**src/sv/dezu_pkg.sv**
```systemverilog
package dezu_pkg;

  localparam int WORD_W  = 32;
  localparam int CHAN_W  = 3;
  localparam int SIDX_W  = 22;
  localparam int RUN_W   = 21;
  localparam int SIZE_W  = 28;
  localparam int GOOD_W  = 20;
  localparam int POP_W   = 4;

  localparam logic [2:0] KIND_PAIR     = 3'd0;
  localparam logic [2:0] KIND_BASELINE = 3'd1;
  localparam logic [2:0] KIND_EVT_END  = 3'd2;
  localparam logic [2:0] KIND_FMT_ERR  = 3'd3;
  localparam logic [2:0] KIND_IDX_OVF  = 3'd4;

  localparam logic [11:0] HDR_TAG   = 12'hA00;
  localparam logic [31:0] FILL_WORD = 32'hFFFF_FFFF;

  localparam logic REG_ZLE_ENABLE    = 1'b0;
  localparam logic REG_BASELINE_FILL = 1'b1;

  typedef struct packed {
    logic [WORD_W-1:0] word;
    logic              buffer_start;
  } in_t;

  typedef struct packed {
    logic [2:0]        kind;
    logic [CHAN_W-1:0] channel;
    logic [SIDX_W-1:0] sample_index;
    logic [15:0]       sample_low;
    logic [15:0]       sample_high;
    logic [RUN_W-1:0]  run_length;
    logic              last;
  } out_t;

  // Classified beat handed from front to back.
  typedef struct packed {
    logic [WORD_W-1:0] word;
    logic              bstart;
    logic              ones;
  } q_t;

  typedef struct packed {
    logic              start;
    logic [SIZE_W-1:0] dividend;
    logic [POP_W-1:0]  divisor;
  } div_cmd_t;

  typedef struct packed {
    logic              busy;
    logic [SIZE_W-1:0] quotient;
  } div_rsp_t;

endpackage

```
**src/sv/dezu_front.sv**
```systemverilog
module dezu_front import dezu_pkg::*; (
  input  logic clk,
  input  logic rst,
  input  logic in_valid,
  output logic in_ready,
  input  in_t  in_item,
  output logic q_valid,
  input  logic q_take,
  output q_t   q_item
);

  q_t         mem [4];
  logic [1:0] wp;
  logic [1:0] rp;
  logic [2:0] cnt;
  logic       push;
  logic       pop;

  assign in_ready = (cnt != 3'd4);
  assign push     = in_valid && in_ready;
  assign pop      = q_take && q_valid;
  assign q_valid  = (cnt != 3'd0);
  assign q_item   = mem[rp];

  always_ff @(posedge clk) begin
    if (push) begin
      mem[wp] <= '{word: in_item.word, bstart: in_item.buffer_start,
                   ones: (in_item.word == FILL_WORD)};
    end
    if (rst) begin
      wp  <= '0;
      rp  <= '0;
      cnt <= '0;
    end else begin
      if (push) wp <= wp + 2'd1;
      if (pop)  rp <= rp + 2'd1;
      cnt <= cnt + {2'b0, push} - {2'b0, pop};
    end
  end

endmodule

```
**src/sv/dezu_div.sv**
```systemverilog
module dezu_div import dezu_pkg::*; (
  input  logic     clk,
  input  logic     rst,
  input  div_cmd_t cmd,
  output div_rsp_t rsp
);

  logic [SIZE_W-1:0] dq;
  logic [POP_W-1:0]  rem;
  logic [POP_W-1:0]  dvs;
  logic [4:0]        steps;
  logic              busy;
  logic [POP_W:0]    trial;
  logic              qbit;

  assign trial = {rem, dq[SIZE_W-1]};
  assign qbit  = (trial >= {1'b0, dvs});
  assign rsp   = '{busy: busy, quotient: dq};

  // restoring divide, one quotient bit per cycle
  always_ff @(posedge clk) begin
    if (cmd.start) begin
      dq  <= cmd.dividend;
      rem <= '0;
      dvs <= cmd.divisor;
    end else if (busy) begin
      dq  <= {dq[SIZE_W-2:0], qbit};
      rem <= qbit ? POP_W'(trial - {1'b0, dvs}) : trial[POP_W-1:0];
    end
    if (rst) begin
      busy  <= 1'b0;
      steps <= '0;
    end else if (cmd.start) begin
      busy  <= 1'b1;
      steps <= 5'(SIZE_W);
    end else if (busy) begin
      steps <= steps - 5'd1;
      busy  <= (steps != 5'd1);
    end
  end

endmodule

```
**src/sv/dezu_back.sv**
```systemverilog
module dezu_back import dezu_pkg::*; #(
  parameter int NUM_CHANNELS = 8,
  parameter int INDEX_BITS   = 22
) (
  input  logic        clk,
  input  logic        rst,
  input  logic        q_valid,
  output logic        q_take,
  input  q_t          q_item,
  input  logic        zle_enable,
  input  logic [15:0] baseline_fill,
  output div_cmd_t    div_cmd,
  input  div_rsp_t    div_rsp,
  output logic        out_valid,
  input  logic        out_ready,
  output out_t        out_item
);

  localparam logic [3:0] PH_HDR    = 4'd0;
  localparam logic [3:0] PH_MASK   = 4'd1;
  localparam logic [3:0] PH_CNT1   = 4'd2;
  localparam logic [3:0] PH_CNT2   = 4'd3;
  localparam logic [3:0] PH_RAW    = 4'd4;
  localparam logic [3:0] PH_CHSIZE = 4'd5;
  localparam logic [3:0] PH_CTRL   = 4'd6;
  localparam logic [3:0] PH_GOOD   = 4'd7;
  localparam logic [3:0] PH_DRAIN  = 4'd8;

  localparam int SW = (INDEX_BITS > RUN_W ? INDEX_BITS : RUN_W) + 2;
  localparam logic [SW-1:0] IDX_MAX = SW'({INDEX_BITS{1'b1}});
  localparam logic [7:0] CH_MASK = 8'((1 << NUM_CHANNELS) - 1);

  logic [3:0]            phase, phase_next;
  logic [SIZE_W-1:0]     payload, payload_next;
  logic [7:0]            mask, mask_next;
  logic [CHAN_W-1:0]     chan, chan_next;
  logic [SIZE_W-1:0]     chleft, chleft_next;
  logic [GOOD_W-1:0]     good, good_next;
  logic [INDEX_BITS-1:0] scnt, scnt_next;
  logic                  zle_ev, zle_ev_next;

  out_t       ob0, ob1;
  logic [1:0] ocnt;

  logic       a_v, b_v;
  out_t       a, b;
  logic [1:0] nres;

  function automatic out_t mk(logic [2:0] k, logic [CHAN_W-1:0] c, logic [SIDX_W-1:0] i,
                              logic [15:0] l, logic [15:0] h, logic [RUN_W-1:0] r);
    out_t o;
    o = '{kind: k, channel: c, sample_index: i, sample_low: l, sample_high: h,
          run_length: r, last: 1'b0};
    return o;
  endfunction

  assign out_valid = (ocnt != 2'd0);
  assign out_item  = ob0;
  assign q_take    = q_valid && !div_rsp.busy &&
                     (ocnt == 2'd0 || (ocnt == 2'd1 && out_ready));

  always_comb begin
    logic [WORD_W-1:0] w;
    logic              do_put;
    logic              put_run;
    logic [RUN_W-1:0]  put_n;
    logic [15:0]       put_lo;
    logic [15:0]       put_hi;
    logic              do_enter;
    logic [3:0]        from;
    logic [SW-1:0]     sum;
    logic [7:0]        mm;
    logic [POP_W-1:0]  pop;
    logic              found;
    logic [CHAN_W-1:0] fch;
    logic [SIZE_W-1:0] s;

    w            = q_item.word;
    phase_next   = phase;
    payload_next = payload;
    mask_next    = mask;
    chan_next    = chan;
    chleft_next  = chleft;
    good_next    = good;
    scnt_next    = scnt;
    zle_ev_next  = zle_ev;
    do_put   = 1'b0;
    put_run  = 1'b0;
    put_n    = '0;
    put_lo   = w[15:0];
    put_hi   = w[31:16];
    do_enter = 1'b0;
    from     = '0;
    a_v = 1'b0;
    b_v = 1'b0;
    a   = '0;
    b   = '0;
    sum = '0;
    mm  = w[7:0] & CH_MASK;
    pop = POP_W'($countones(mm));
    found = 1'b0;
    fch   = '0;
    s     = w[SIZE_W-1:0];
    div_cmd = '{start: 1'b0, dividend: payload, divisor: pop};

    if (q_item.bstart) phase_next = PH_HDR;

    if (!(q_item.bstart && q_item.ones)) begin
      unique case (phase_next)
        PH_HDR: begin
          if (w[31:20] == HDR_TAG) begin
            payload_next = (s > SIZE_W'(4)) ? s - SIZE_W'(4) : '0;
            phase_next   = PH_MASK;
          end else begin
            chan_next = '0;
            a_v = 1'b1;
            a   = mk(KIND_FMT_ERR, '0, '0, '0, '0, '0);
          end
        end
        PH_MASK: begin
          chan_next = '0;
          if (w[31:28] != 4'd0) begin
            a_v = 1'b1;
            a   = mk(KIND_FMT_ERR, '0, '0, '0, '0, '0);
            phase_next = PH_HDR;
          end else if (payload_next == '0) begin
            a_v = 1'b1;
            a   = mk(KIND_EVT_END, '0, '0, '0, '0, '0);
            phase_next = PH_HDR;
          end else if (pop == '0) begin
            a_v = 1'b1;
            a   = mk(KIND_EVT_END, '0, '0, '0, '0, '0);
            phase_next = PH_DRAIN;
          end else begin
            mask_next     = mm;
            div_cmd.start = q_take;
            zle_ev_next   = zle_enable;
            phase_next    = PH_CNT1;
          end
        end
        PH_CNT1: phase_next = PH_CNT2;
        PH_CNT2: do_enter = 1'b1;
        PH_RAW: begin
          if (payload_next != '0) payload_next = payload_next - SIZE_W'(1);
          do_put = 1'b1;
          put_n  = RUN_W'(2);
          if (chleft_next != '0) chleft_next = chleft_next - SIZE_W'(1);
          if (chleft_next == '0) begin
            do_enter = 1'b1;
            from     = 4'(chan) + 4'd1;
          end
        end
        PH_CHSIZE: begin
          if (payload_next != '0) payload_next = payload_next - SIZE_W'(1);
          if (s <= SIZE_W'(1)) begin
            do_enter = 1'b1;
            from     = 4'(chan) + 4'd1;
          end else begin
            chleft_next = s - SIZE_W'(1);
            phase_next  = PH_CTRL;
          end
        end
        PH_CTRL: begin
          if (payload_next != '0) payload_next = payload_next - SIZE_W'(1);
          if (chleft_next != '0) chleft_next = chleft_next - SIZE_W'(1);
          if (w[31]) begin
            good_next = w[GOOD_W-1:0];
            if (w[GOOD_W-1:0] != '0) phase_next = PH_GOOD;
          end else begin
            do_put  = 1'b1;
            put_run = 1'b1;
            put_n   = {w[GOOD_W-1:0], 1'b0};
            put_lo  = baseline_fill;
            put_hi  = '0;
          end
          if (chleft_next == '0) begin
            do_enter = 1'b1;
            from     = 4'(chan) + 4'd1;
          end
        end
        PH_GOOD: begin
          if (payload_next != '0) payload_next = payload_next - SIZE_W'(1);
          do_put = 1'b1;
          put_n  = RUN_W'(2);
          if (chleft_next != '0) chleft_next = chleft_next - SIZE_W'(1);
          if (good_next != '0) good_next = good_next - GOOD_W'(1);
          if (good_next == '0) phase_next = PH_CTRL;
          if (chleft_next == '0) begin
            do_enter = 1'b1;
            from     = 4'(chan) + 4'd1;
          end
        end
        PH_DRAIN: begin
          if (payload_next != '0) payload_next = payload_next - SIZE_W'(1);
          if (payload_next == '0) phase_next = PH_HDR;
        end
        default: phase_next = PH_HDR;
      endcase
    end

    // pair or run: index check, then saturating advance
    if (do_put) begin
      sum = SW'(scnt) + SW'(put_n);
      a_v = 1'b1;
      if (sum > IDX_MAX + SW'(1)) begin
        a = mk(KIND_IDX_OVF, chan, SIDX_W'(scnt), '0, '0, '0);
      end else if (put_run) begin
        a = mk(KIND_BASELINE, chan, SIDX_W'(scnt), put_lo, '0, put_n);
      end else begin
        a = mk(KIND_PAIR, chan, SIDX_W'(scnt), put_lo, put_hi, '0);
      end
      scnt_next = (sum > IDX_MAX) ? INDEX_BITS'(IDX_MAX) : INDEX_BITS'(sum);
    end

    // next enabled channel at or above 'from', else close the event
    if (do_enter) begin
      for (int j = 0; j < NUM_CHANNELS; j++) begin
        if (!found && 4'(j) >= from && mask_next[j]) begin
          found = 1'b1;
          fch   = CHAN_W'(j);
        end
      end
      if (found && (zle_ev_next || div_rsp.quotient != '0)) begin
        chan_next  = fch;
        scnt_next  = '0;
        phase_next = zle_ev_next ? PH_CHSIZE : PH_RAW;
        if (!zle_ev_next) chleft_next = div_rsp.quotient;
      end else begin
        b_v = 1'b1;
        b   = mk(KIND_EVT_END, chan_next, '0, '0, '0, '0);
        phase_next = (payload_next != '0) ? PH_DRAIN : PH_HDR;
      end
    end

    a.last = !b_v;
    b.last = 1'b1;
    nres   = {1'b0, a_v} + {1'b0, b_v};
  end

  always_ff @(posedge clk) begin
    if (q_take) begin
      ob0 <= a_v ? a : b;
      ob1 <= b;
    end else if (out_valid && out_ready) begin
      ob0 <= ob1;
    end
    if (rst) begin
      phase   <= PH_HDR;
      payload <= '0;
      mask    <= '0;
      chan    <= '0;
      chleft  <= '0;
      good    <= '0;
      scnt    <= '0;
      zle_ev  <= 1'b0;
      ocnt    <= '0;
    end else begin
      if (q_take) begin
        phase   <= phase_next;
        payload <= payload_next;
        mask    <= mask_next;
        chan    <= chan_next;
        chleft  <= chleft_next;
        good    <= good_next;
        scnt    <= scnt_next;
        zle_ev  <= zle_ev_next;
        ocnt    <= nres;
      end else if (out_valid && out_ready) begin
        ocnt <= ocnt - 2'd1;
      end
    end
  end

  a_ocnt_range: assert property (@(posedge clk) disable iff (rst) ocnt != 2'd3)
    else $error("result buffer count out of range");
  a_no_take_busy: assert property (@(posedge clk) disable iff (rst)
    q_take |-> !div_rsp.busy)
    else $error("word taken while divider busy");
  a_first_not_last: assert property (@(posedge clk) disable iff (rst)
    ocnt == 2'd2 |-> !ob0.last && ob1.last)
    else $error("last flag misplaced in result pair");
  a_kind_range: assert property (@(posedge clk) disable iff (rst)
    out_valid |-> ob0.kind <= KIND_IDX_OVF)
    else $error("result kind out of range");

endmodule

```
**src/sv/digitizer_event_zle_unpacker.sv**
```systemverilog
// Digitizer event unpacker, raw or zero-length-encoded channel data.
// in_valid/in_ready/in_item: one 32-bit readout word per beat, with a
//   buffer_start flag on the first word of a readout buffer.
// out_valid/out_ready/out_item: result beats (sample pair, baseline run,
//   event end, format error, index overflow); last marks the final result
//   of one input word. A word yields zero, one or two results.
// APB port: reg 0 (addr 0) zle_enable, reg 1 (addr 4) baseline_fill.
//   Mode is latched per event at the mask word; write only when idle.
// A 4-deep input queue decouples the front from the back, which decodes
// one word per cycle, while the divider is idle and results drain, into
// a two-entry result buffer. A word that gives two results holds the back
// for two output beats. Each word is registered in the queue, then its results in the result buffer.
// Throughput: one word per cycle while results drain; the mask word starts
//   a radix-2 divide (payload / enabled channels), and the back stalls on
//   words after it until the quotient is ready.
// Reset (rst, synchronous) empties the queue and result buffer and returns
// the decoder to waiting for a header word.
// A stalled receiver backs up the result buffer, then the queue, then
// in_ready drops; nothing is dropped.
module digitizer_event_zle_unpacker import dezu_pkg::*; #(
  parameter int NUM_CHANNELS = 8,
  parameter int INDEX_BITS   = 22
) (
  input  logic        clk,
  input  logic        rst,
  input  logic        in_valid,
  output logic        in_ready,
  input  in_t         in_item,
  output logic        out_valid,
  input  logic        out_ready,
  output out_t        out_item,
  input  logic        psel,
  input  logic        penable,
  input  logic        pwrite,
  input  logic [2:0]  paddr,
  input  logic [31:0] pwdata,
  output logic [31:0] prdata,
  output logic        pready
);

  logic        zle_enable;
  logic [15:0] baseline_fill;
  logic        q_valid;
  logic        q_take;
  q_t          q_item;
  div_cmd_t    div_cmd;
  div_rsp_t    div_rsp;

  // config registers
  assign pready = 1'b1;
  assign prdata = (paddr[2] == REG_BASELINE_FILL) ? {16'b0, baseline_fill}
                                                  : {31'b0, zle_enable};

  always_ff @(posedge clk) begin
    if (rst) begin
      zle_enable    <= 1'b0;
      baseline_fill <= '0;
    end else if (psel && penable && pwrite) begin
      if (paddr[2] == REG_ZLE_ENABLE) zle_enable <= pwdata[0];
      else baseline_fill <= pwdata[15:0];
    end
  end

  dezu_front u_front (
    .clk      (clk),
    .rst      (rst),
    .in_valid (in_valid),
    .in_ready (in_ready),
    .in_item  (in_item),
    .q_valid  (q_valid),
    .q_take   (q_take),
    .q_item   (q_item)
  );

  dezu_div u_div (
    .clk (clk),
    .rst (rst),
    .cmd (div_cmd),
    .rsp (div_rsp)
  );

  dezu_back #(
    .NUM_CHANNELS (NUM_CHANNELS),
    .INDEX_BITS   (INDEX_BITS)
  ) u_back (
    .clk           (clk),
    .rst           (rst),
    .q_valid       (q_valid),
    .q_take        (q_take),
    .q_item        (q_item),
    .zle_enable    (zle_enable),
    .baseline_fill (baseline_fill),
    .div_cmd       (div_cmd),
    .div_rsp       (div_rsp),
    .out_valid     (out_valid),
    .out_ready     (out_ready),
    .out_item      (out_item)
  );

endmodule

```
**config.mk**
```make
export PLATFORM = sky130hd
export DESIGN_NAME = digitizer_event_zle_unpacker
export DESIGN_NICKNAME = d
export VERILOG_FILES = /design/src/sv/dezu_pkg.sv /design/src/sv/dezu_front.sv /design/src/sv/dezu_div.sv /design/src/sv/dezu_back.sv /design/src/sv/digitizer_event_zle_unpacker.sv
export SDC_FILE = /design/constraint.sdc
export NUM_CORES = 1
export LEC_CHECK = 0
export ABC_CLOCK_PERIOD_IN_PS = 7400
export BUFFER_PORTS_ARGS = -buffer_cell sky130_fd_sc_hd__buf_2
export CORE_ASPECT_RATIO = 0.9
export CORE_MARGIN = 5
export CORE_UTILIZATION = 32
export CTS_BUF_LIST = sky130_fd_sc_hd__clkbuf_16
export DETAILED_ROUTE_END_ITERATION = 8
export GPL_TIMING_DRIVEN = 0
export MAX_ROUTING_LAYER = met4
export SYNTH_ARGS = -nofsm -noshare
export SYNTH_HDL_FRONTEND = slang
export SYNTH_HIERARCHICAL = 1
export SYNTH_SLANG_ARGS = --single-unit
```
**constraint.sdc**
```tcl
create_clock -name clk -period 7.4 [get_ports clk]
set_input_delay 1.11 -clock clk [delete_from_list [all_inputs] [get_ports clk]]
set_output_delay 1.11 -clock clk [all_outputs]
set_load 0.02 [all_outputs]
```
After elaboration in Yosys (flattened, before gate mapping):

Memory sizes are Yosys's and may differ from the RTL's. A register that Yosys moved wholly into a read port is not among the register bits.
Cells that the tools add are included.

* flip-flop bits (word level): 345
* RAM bits: 136
* input bits: 75
* output and inout bits: 117
* logic and storage cells: 300
* memories kept: 1

* add/subtract/negate cells: 22
* $lt $le $gt $ge: 13
* eq/ne operators: 14
* multiplexer cells: 151
* bitwise operators: 2
* reductions and logical operators: 64

Memories
* u_front.mem: words 4, bits a word 34, rd ports 1, clocked after memory_dff 1, write ports 1, line dezu_front.sv:12 `q_t mem [4];`

Operators by type and width (number)
* 82-bit two-way mux: 9
* 28-bit two-way mux: 20
* 81-bit two-way mux: 3
* 82-bit one-hot mux with 2 select lines: 1
* 28-bit zero test: 5
* 16-bit two-way mux: 7
* 28-bit one-hot mux with 4 select lines: 1
* 28-bit nonzero test: 4
* 22-bit two-way mux: 4
* 28-bit one-hot mux with 3 select lines: 1
* 28-bit by 1-bit subtractor with 28-bit output (second input constant): 3
* 20-bit two-way mux: 4
* 4-bit two-way mux: 20
* 80-bit two-way mux: 1
* 1-bit two-way mux: 49
* 21-bit two-way mux: 2
* 21-bit one-hot mux with 2 select lines: 1
* 8-bit two-way mux: 5
* 20-bit one-hot mux with 2 select lines: 1
* 20-bit nonzero test: 2
* 32-bit == test (second input constant): 1
* 4-bit one-hot mux with 8 select lines: 1
* 28-bit by 3-bit greater-than comparator with 1-bit output (second input constant): 1
* 28-bit by 1-bit <= comparator with 1-bit output (second input constant): 1
* 48 further kinds: 119

Logic depth before layout (Yosys ltp):

Gate-level depths: netlist of run 1.

* word-level depth: 53
* depth in mapped cells: 26

Hierarchy:

Netlist of run 1, hierarchy kept.

Modules (own cells, without submodules)
* dezu_back: instances 1, cells an instance 1887, area an instance 14876.8 um2, sequential area each 4874.7 um2
* dezu_front: instances 1, cells an instance 238, area an instance 5492.8 um2, sequential area each 4264.1 um2
* dezu_div: instances 1, cells an instance 136, area an instance 1923.1 um2, sequential area each 1161.1 um2
* digitizer_event_zle_unpacker: instances 1, cells an instance 110, area an instance 1027.2 um2, sequential area each 340.3 um2

Worst setup path after synthesis of run 1:

OpenSTA, ideal clock, no wires.

* path type: reg-to-reg
* from: reg with a tool-made name
* to: reg u_back.ob0 (netlist bit u_back/out_item[34]) (data pin)
* library setup time: 0.182 ns
* data arrival time: 6.405 ns
* setup slack: 0.814 ns
* cell stages (with the launch flop): 25
* cells stage by stage: dfxtp_1 -> buf_6 -> buf_12 -> mux4_2 -> clkbuf_1 -> nor3b_1 -> clkbuf_1 -> nand2_1 -> nor3_1 -> clkbuf_1 -> nand2_1 -> inv_1 -> ha_1 -> a21o_1 -> a21oi_1 -> o21ai_1 -> a2111oi_2 -> or2_1 -> xor2_1 -> or4b_1 -> or4_1 -> nor4_1 -> a21oi_1 -> clkbuf_1 -> nor4b_1

RTL lines
* to (signal assigned): line dezu_back.sv:242 `ob0 <= a_v ? a : b;`
* to (decl): line dezu_back.sv:42 `out_t ob0, ob1;`

==> impl_metrics.env, run 1 <==
export IMPL_run_status="finished, violations left"
export IMPL_violations="max-capacitance violations, max-slew violations"
export IMPL_synth_area_leaders="edfxtp_1 33%, dfxtp_1 13%, nand2_1 3.3%, nor2_1 3.1%, ha_1 3.0%"
export IMPL_p_sw_share_pct=47.0
export IMPL_cts_hold_buf=0
export IMPL_drive_gt1_share_pct=15.1
export IMPL_route_met2_wl_um=36100
export IMPL_start_kind="register"
export IMPL_crit_top_cell="ha_1"
export IMPL_rsz0062_at_grt="true"
export IMPL_htreeDepth=2
export IMPL_finalHoldViolCount=0
export IMPL_dr_pass1_iters=7
export IMPL_root_buffer="clkbuf_16"
export IMPL_grt_pass1_vias=19200
export IMPL_critPathBufInv=3
export IMPL_setup_tns_ns=0
export IMPL_critical_path_class="register to register"
export IMPL_finalSetupViolCount=0
export IMPL_topRoutingLayerUsed="met4"
export IMPL_path_cells="buf_6 > buf_12 > mux4_2 > fa_1 > ha_1 > ha_1 > inv_1 > fa_1 > xnor2_1 > a2111o_1 > nand4_1 > nor2_1 > mux2_2 > or2_2 > a21o_1 > a22oi_1 > ha_1 > a22oi_1 > a21oi_1"
export IMPL_vias=20500
export IMPL_synthMuxAreaShare_pct=6.66
export IMPL_maxCapViolations=1
export IMPL_ys_top_cells_by_count="253 x edfxtp_1, 206 x nand2_1, 195 x nor2_1"
export IMPL_core_area_um2=71900
export IMPL_synth_most_common_cell="edfxtp_1"
export IMPL_detail_route_antenna_nets=0
export IMPL_power_density_nw_per_um2=404
export IMPL_fmax_mhz=139
export IMPL_antenna_found_initial=6
export IMPL_pwr_share_clk_pct=19.7
export IMPL_r2r_setup_slack_ns=0.19
export IMPL_routed_wl_met3_um=8990
export IMPL_die_area_um2=78400
export IMPL_async_flop_share_pct=0
export IMPL_r2r_cells=19
export IMPL_ctsLongestPathBuffers=3
export IMPL_cp_required_ns=7.81
export IMPL_yosysUniqueCellTypes=101
export IMPL_placed_area_um2=25500
export IMPL_synth_seq_area_share_pct=45.6
export IMPL_syn_cell_area_um2=23300
export IMPL_design_area_um2=27000
export IMPL_routedWlPerCell_um=23.9
export IMPL_fin_util_pct=37.6
export IMPL_ys_ff_latch=405
export IMPL_die_x_um=295
export IMPL_drtIter0Drc=2488
export IMPL_worstMarginPinSlew_ns=1.50
export IMPL_overflow=0
export IMPL_gp_congestion=1.02
export IMPL_worstSetupPathDepth=19
export IMPL_cts_tree="done"
export IMPL_cp_arrival_ns=7.62
export IMPL_yosys_warnings=6
export IMPL_seq_power_share_pct=29.6
export IMPL_post_route_min_period_ns=7.21
export IMPL_fp_dieH_um=266
export IMPL_clk_pin_slew_ns=0.06
export IMPL_skew_ns=0.0466
export IMPL_synth_xor_area_share_pct=3.53
export IMPL_synth_top_area_share_pct=32.6
export IMPL_peakVddDrop_mv=0.310
export IMPL_slowest_stage="a22oi_1"
export IMPL_grt_start_max_net_pins=70
export IMPL_wl_met1_um=37800
export IMPL_cpLargestDelayFamily="adder cells"
export IMPL_hpwl_um=64000
export IMPL_critPathMaxFanout=10
export IMPL_fin_crit_sh_pct=97.5
export IMPL_p_leak_nw=9.78
export IMPL_pwr_share_comb_pct=50.7
export IMPL_syn_inst=2371
export IMPL_drc=0
export IMPL_grt_pass1_wl_um=126000
export IMPL_cts_sinks=405
export IMPL_slowest_delay_ns=0.91
export IMPL_numCtsBuffers=43
export IMPL_critPathCaptureType="register"
export IMPL_portBuffers=155
export IMPL_synth_fa_ha_area_share_pct=3.47
export IMPL_synth_simple_area_share_pct=21.2
export IMPL_grtUsageTotal_pct=21.6
export IMPL_initial_utilization_pct=32.4
export IMPL_switchingPower_mw=5.13
export IMPL_avgViaCountPerCell=5.73
export IMPL_crit_end="u_back/ocnt[0]$_SDFFE_PP0P_"
export IMPL_timing_slew_headroom_pct=-0.901
export IMPL_nNetsFinal=2729
export IMPL_fp_row_count=93
export IMPL_hold_class="register to register"
export IMPL_slew_viol_final=7
export IMPL_syn2layout_area_growth_pct=15.9
export IMPL_internal_power_mw=5.79
export IMPL_yosys_area_top_type="edfxtp_1"
export IMPL_drt_total_wl_um=85600
export IMPL_r2r_end="u_back/ocnt[0]$_SDFFE_PP0P_"
export IMPL_synth_edf_count=253
export IMPL_clock_latency_ns=0.60
export IMPL_synth_top_family_by_area="simple AND/OR/NAND/NOR gates"
export IMPL_yosys_most_used_dff="edfxtp_1"
export IMPL_synth_compound_area_share_pct=14.8
export IMPL_pin_count=192
export IMPL_avgSynthCellArea_um2=9.84
-- repair_timing --
action | CTS | global route
resized for setup | 20 | 16
setup buffers | 2 | 2
endpoints found under the setup margin | 62 | 52
pin swaps | 1 | 1
-- through the flow --
step	total power, mW	hold WS [ns]	instances	worst slack [ns]
global placement	8.61	0.441	3491	-1.89
global route	11.4	0.483	3577	-0.0607
detailed placement	8.58	0.448	3497	-1.73
CTS	10.8	0.457	3575	0.0361
finish	10.9	0.451	3578	0.187
floorplan	6.52	0.428	2386	0.814
-- final cells by class --
| type | instances | area, µm² |
|---|---|---|
| flip-flops and latches | 405 | 10600 |
| well taps | 950 | 1190 |
| diodes | 1 | 2.50 |
| clock inverters | 35 | 280 |
| plain buffers | 178 | 875 |
| inverters | 63 | 239 |
| fillers | 7302 | 44900 |
| multi-input cells | 1737 | 11800 |
| repair buffers | 165 | 926 |
| clock buffers | 44 | 1100 |
-- power by group through the flow --
stage	clock network (mW)	logic [mW]	registers, mW
floorplan	0	3.05	3.47
global placement	0	5.29	3.32
detailed placement	0	5.30	3.27
CTS	2.19	5.33	3.24
global route	2.29	5.83	3.27
finish	2.15	5.53	3.23
-- logic make-up after synthesis --
family,after synthesis
and+or+nand+nor,952
xor gates and xnor gates,94
buffers and inverters,244
muxes,107
DFF,405
AOI/OAI and AO/OA,505
adders and majority gates,61
other,3
-- flip-flops by register name, summed over array words and instances (netlist names), 5 cells and up, named ones only --
name,flops
u_front/mem,136
u_back/out_item,81
u_back/chleft,28
u_back/payload,28
u_div/dq,28
u_back/scnt,22
u_back/good,20
baseline_fill,16
u_back/mask,8
u_div/steps,5
-- worst min-delay path by stage --
stage	startpoint	end	slack [ns]	cells after the start
2_1_floorplan	u_back/zle_ev$_SDFFE_PP0P_	u_back/zle_ev$_SDFFE_PP0P_	0.43	2
3_3_place_gp	u_back/mask[7]$_SDFFE_PP0P_	u_back/mask[7]$_SDFFE_PP0P_	0.44	2
3_5_place_dp	u_back/scnt[13]$_SDFFE_PP0P_	u_back/scnt[13]$_SDFFE_PP0P_	0.45	2
4_1_cts	u_back/scnt[13]$_SDFFE_PP0P_	u_back/scnt[13]$_SDFFE_PP0P_	0.46	2
5_1_grt	u_back/scnt[6]$_SDFFE_PP0P_	u_back/scnt[6]$_SDFFE_PP0P_	0.48	2
6_report	u_back/scnt[13]$_SDFFE_PP0P_	u_back/scnt[13]$_SDFFE_PP0P_	0.45	2
-- placed cells by master (no fill, tap or decap), types with 29 or more instances in the layout --
| cell | instances |
|---|---|
| edfxtp_1 | 253 |
| nand2_1 | 206 |
| nor2_1 | 195 |
| buf_2 | 163 |
| dfxtp_1 | 152 |
| clkbuf_1 | 129 |
| nor3_1 | 111 |
| o21ai_0 | 109 |
| a21oi_1 | 93 |
| and2_1 | 68 |
| nand3_1 | 68 |
| inv_1 | 66 |
| ha_1 | 55 |
| xnor2_1 | 49 |
| nor4_1 | 49 |
| nand2b_1 | 48 |
| xor2_1 | 45 |
| clkbuf_16 | 44 |
| nand4_1 | 44 |
| mux2i_1 | 40 |
| mux2_2 | 33 |
| a211oi_1 | 30 |
| mux4_2 | 30 |
| o22ai_1 | 29 |
-- tightest hold or removal path: cells and delay by family (launching register included) --
kind / cells / cell delay (ns)
AND/OR/NAND/NOR: 2 / 0.09
flip-flops: 1 / 0.32
-- layer usage --
metal  vias up  GRT usage, %
met2      1043          30.8
met5         -             -
met1      9989          31.1
met3       142          4.46
li1       9312             -
met4         0          6.18
(Power assumes the default switching activity.)
==> run 2, diff against run 1 <==
--- a/config.mk
+++ b/config.mk
@@ -5,12 +5,13 @@
 export SDC_FILE = /design/constraint.sdc
 export NUM_CORES = 1
 export LEC_CHECK = 0
-export ABC_CLOCK_PERIOD_IN_PS = 7400
+export ABC_CLOCK_PERIOD_IN_PS = 9300
 export BUFFER_PORTS_ARGS = -buffer_cell sky130_fd_sc_hd__buf_2
 export CORE_ASPECT_RATIO = 0.9
 export CORE_MARGIN = 5
 export CORE_UTILIZATION = 32
-export CTS_BUF_LIST = sky130_fd_sc_hd__clkbuf_16
+export CTS_BUF_LIST = sky130_fd_sc_hd__clkbuf_8
+export CTS_CLUSTER_SIZE = 12
 export DETAILED_ROUTE_END_ITERATION = 8
 export GPL_TIMING_DRIVEN = 0
 export MAX_ROUTING_LAYER = met4
==> constraint.sdc (replaced) <==
create_clock -name clk -period 9.3 [get_ports clk]
set_input_delay 1.395 -clock clk [delete_from_list [all_inputs] [get_ports clk]]
set_output_delay 1.395 -clock clk [all_outputs]
set_load 0.02 [all_outputs]
==> run 2 against run 1 <==
The run still ends with max-capacitance violations, max-slew violations left; power down 21%; critical path depth up 5; sequential power down 20%; utilization down 0.24 points; first-iteration DRC count up 3.9%; count of clock-buffer cells in the layout up 31; worst hold slack worse by 0.0011 ns; non-clock buffer count down 1; critical path type unchanged.
==> impl_metrics.env, run 2 (synthesis results as in run 1) <==
export IMPL_multiInputGateArea_um2=11700
export IMPL_fp_row_count=93
export IMPL_setup_tns_ns=0
export IMPL_initial_utilization_pct=32.4
export IMPL_drtIter0Drc=2585
export IMPL_r2r_setup_slack_ns=0.43
export IMPL_die_x_um=295
export IMPL_cts_sinks=405
export IMPL_maxCapViolations=2
export IMPL_drt_total_wl_um=85800
export IMPL_r2r_end="u_back/out_item[35]$_SDFFCE_PP0P_"
export IMPL_layout_common_cells="253 x edfxtp_1, 206 x nand2_1, 195 x nor2_1, 163 x buf_2, 152 x dfxtp_1"
export IMPL_finalSetupViolCount=0
export IMPL_hpwl_um=64000
export IMPL_dr_pass1_iters=6
export IMPL_routedWlPerCell_um=23.6
export IMPL_final_common_cell="edfxtp_1"
export IMPL_core_area_um2=71900
export IMPL_worstMarginPinSlew_ns=1.52
export IMPL_critPathCaptureType="register"
export IMPL_post_route_min_period_ns=8.87
export IMPL_grt_pass1_wl_um=127000
export IMPL_pin_count=192
export IMPL_worstHoldEndpoint="u_back/scnt[13]$_SDFFE_PP0P_"
export IMPL_gr_usage_met2_pct=30.5
export IMPL_largest_reg_flops=136
export IMPL_root_buffer="clkbuf_8"
export IMPL_report_power_total_mw=8.57
export IMPL_p_leak_nw=9.80
export IMPL_violations="max-capacitance violations, max-slew violations"
export IMPL_grt_start_max_net_pins=70
export IMPL_path_cells="clkbuf_1 > buf_2 > mux4_2 > clkbuf_1 > nor3b_1 > clkbuf_1 > nand2_1 > nor3_2 > clkbuf_2 > nand2_1 > inv_1 > ha_1 > a21o_1 > a21oi_1 > o21ai_1 > a2111oi_2 > or2_1 > xor2_1 > or4b_1 > or4_1 > nor4_1 > a21oi_1 > clkbuf_1 > nor4b_1"
export IMPL_detail_route_antenna_nets=0
export IMPL_cts_tree="done"
export IMPL_syn2layout_area_growth_pct=15.2
export IMPL_hold_class="register to register"
export IMPL_top_register="u_front/mem"
export IMPL_timing_slew_headroom_pct=-1.84
export IMPL_die_area_um2=78400
export IMPL_ctsLongestPathBuffers=3
export IMPL_top_usage_layer="met1"
export IMPL_min_from="u_back/scnt[13]$_SDFFE_PP0P_"
export IMPL_portBuffers=155
export IMPL_cpLargestDelayFamily="simple AND/OR/NAND/NOR gates"
export IMPL_critical_path_class="register to register"
export IMPL_clk_pin_slew_ns=0.06
export IMPL_slowest_delay_ns=0.64
export IMPL_fin_crit_sh_pct=95.3
export IMPL_skew_ns=0.0522
export IMPL_overflow=0
export IMPL_fillCellCount=7329
export IMPL_fmax_mhz=113
export IMPL_peakVddDrop_mv=0.231
export IMPL_critPathBufInv=7
export IMPL_use_met3_pct=4.92
export IMPL_slowest_stage="nor4b_1"
export IMPL_clock_latency_ns=0.69
export IMPL_drive_gt1_share_pct=15.2
export IMPL_numCtsBuffers=70
export IMPL_cp_arrival_ns=9.26
export IMPL_antenna_found_initial=6
export IMPL_run_status="finished, violations left"
export IMPL_r2r_cells=24
export IMPL_nNetsFinal=2755
export IMPL_cp_required_ns=9.69
export IMPL_avgViaCountPerCell=5.71
export IMPL_holdPathStages=2
export IMPL_gp_congestion=1.02
export IMPL_rsz0062_at_grt="false"
export IMPL_crit_top_cell="clkbuf_1"
export IMPL_vias=20700
export IMPL_finalHoldViolCount=0
export IMPL_fp_dieH_um=266
export IMPL_slew_viol_final=7
export IMPL_grtUsageTotal_pct=21.8
export IMPL_critPathMaxFanout=10
export IMPL_drc=0
export IMPL_regArea_um2=10600
export IMPL_start_kind="register"
export IMPL_grt_pass1_vias=19400
export IMPL_htreeDepth=3
export IMPL_use_met1_pct=31.2
export IMPL_power_density_nw_per_um2=319
run 2: power breakdown:
part	internal, mW	switching [mW]	leakage (nW)
Clock	0.819	0.800	0.789
Sequential	2.35	0.225	3.62
Combinational	1.30	3.08	5.39
run 2: cell type report:
cell class,count,share of cell area (%)
antenna,3,0.0279
buffer,181,3.22
clock buffer,75,3.84
clock inverter,53,1.25
inverter,63,0.890
multi-input combinational,1737,43.4
sequential,405,39.6
tap,950,4.42
timing repair buffer,161,3.34
run 2: through the flow:
| stage | instances | util [%] | hold WS (ns) | setup slack (ns) | area (µm²) |
|---|---|---|---|---|---|
| 2_1_floorplan | 2386 | - | 0.428 | 2.71 | 23400 |
| 3_3_place_gp | 3491 | 35.2 | 0.441 | 0.0142 | 25300 |
| 3_5_place_dp | 3497 | 35.4 | 0.448 | 0.165 | 25500 |
| 4_1_cts | 3625 | 37.3 | 0.456 | 0.0735 | 26800 |
| 5_1_grt | 3627 | 37.4 | 0.482 | 0.0335 | 26900 |
| 6_report | 3628 | 37.4 | 0.450 | 0.433 | 26900 |
run 2: metal layers:
layer	part of all wire, %	vias up
met1	45	10100
met4	3.3	0
met3	10	163
met5	0	-
met2	42	1084
li1	-	9393
run 2: how the worst max path moves through the flow:
stage	slack [ns]	start	depth (start not counted)	endpoint
global route	0.03	register	24	u_back/out_item[34]$_SDFFCE_PP0P_
detailed placement	0.17	register	24	u_back/out_item[34]$_SDFFCE_PP0P_
CTS	0.07	register	24	u_back/out_item[34]$_SDFFCE_PP0P_
finish	0.43	register	24	u_back/out_item[35]$_SDFFCE_PP0P_
floorplan	2.71	register	24	u_back/out_item[34]$_SDFFCE_PP0P_
global placement	0.01	register	24	u_back/out_item[34]$_SDFFCE_PP0P_
run 2: repair_timing:
| item | 4_1_cts | 5_1_grt |
|---|---|---|
| hold buffers | 0 | 0 |
| setup endpoints to repair | 0 | 42 |
| buffers inserted | 0 | 0 |
| hold endpoints to repair | 0 | 0 |
| gates resized for setup | 0 | 3 |
run 2: worst register-to-register path, delay by kind of cell, from the launching register on:
family | cells | cell delay [ns]
xor gates and xnor gates | 1 | 0.25
adders and majority gates | 1 | 0.23
and+or+nand+nor | 9 | 3.43
DFF | 1 | 0.30
AOI/OAI and AO/OA | 5 | 1.54
buffers and inverters | 7 | 2.42
muxes | 1 | 0.41
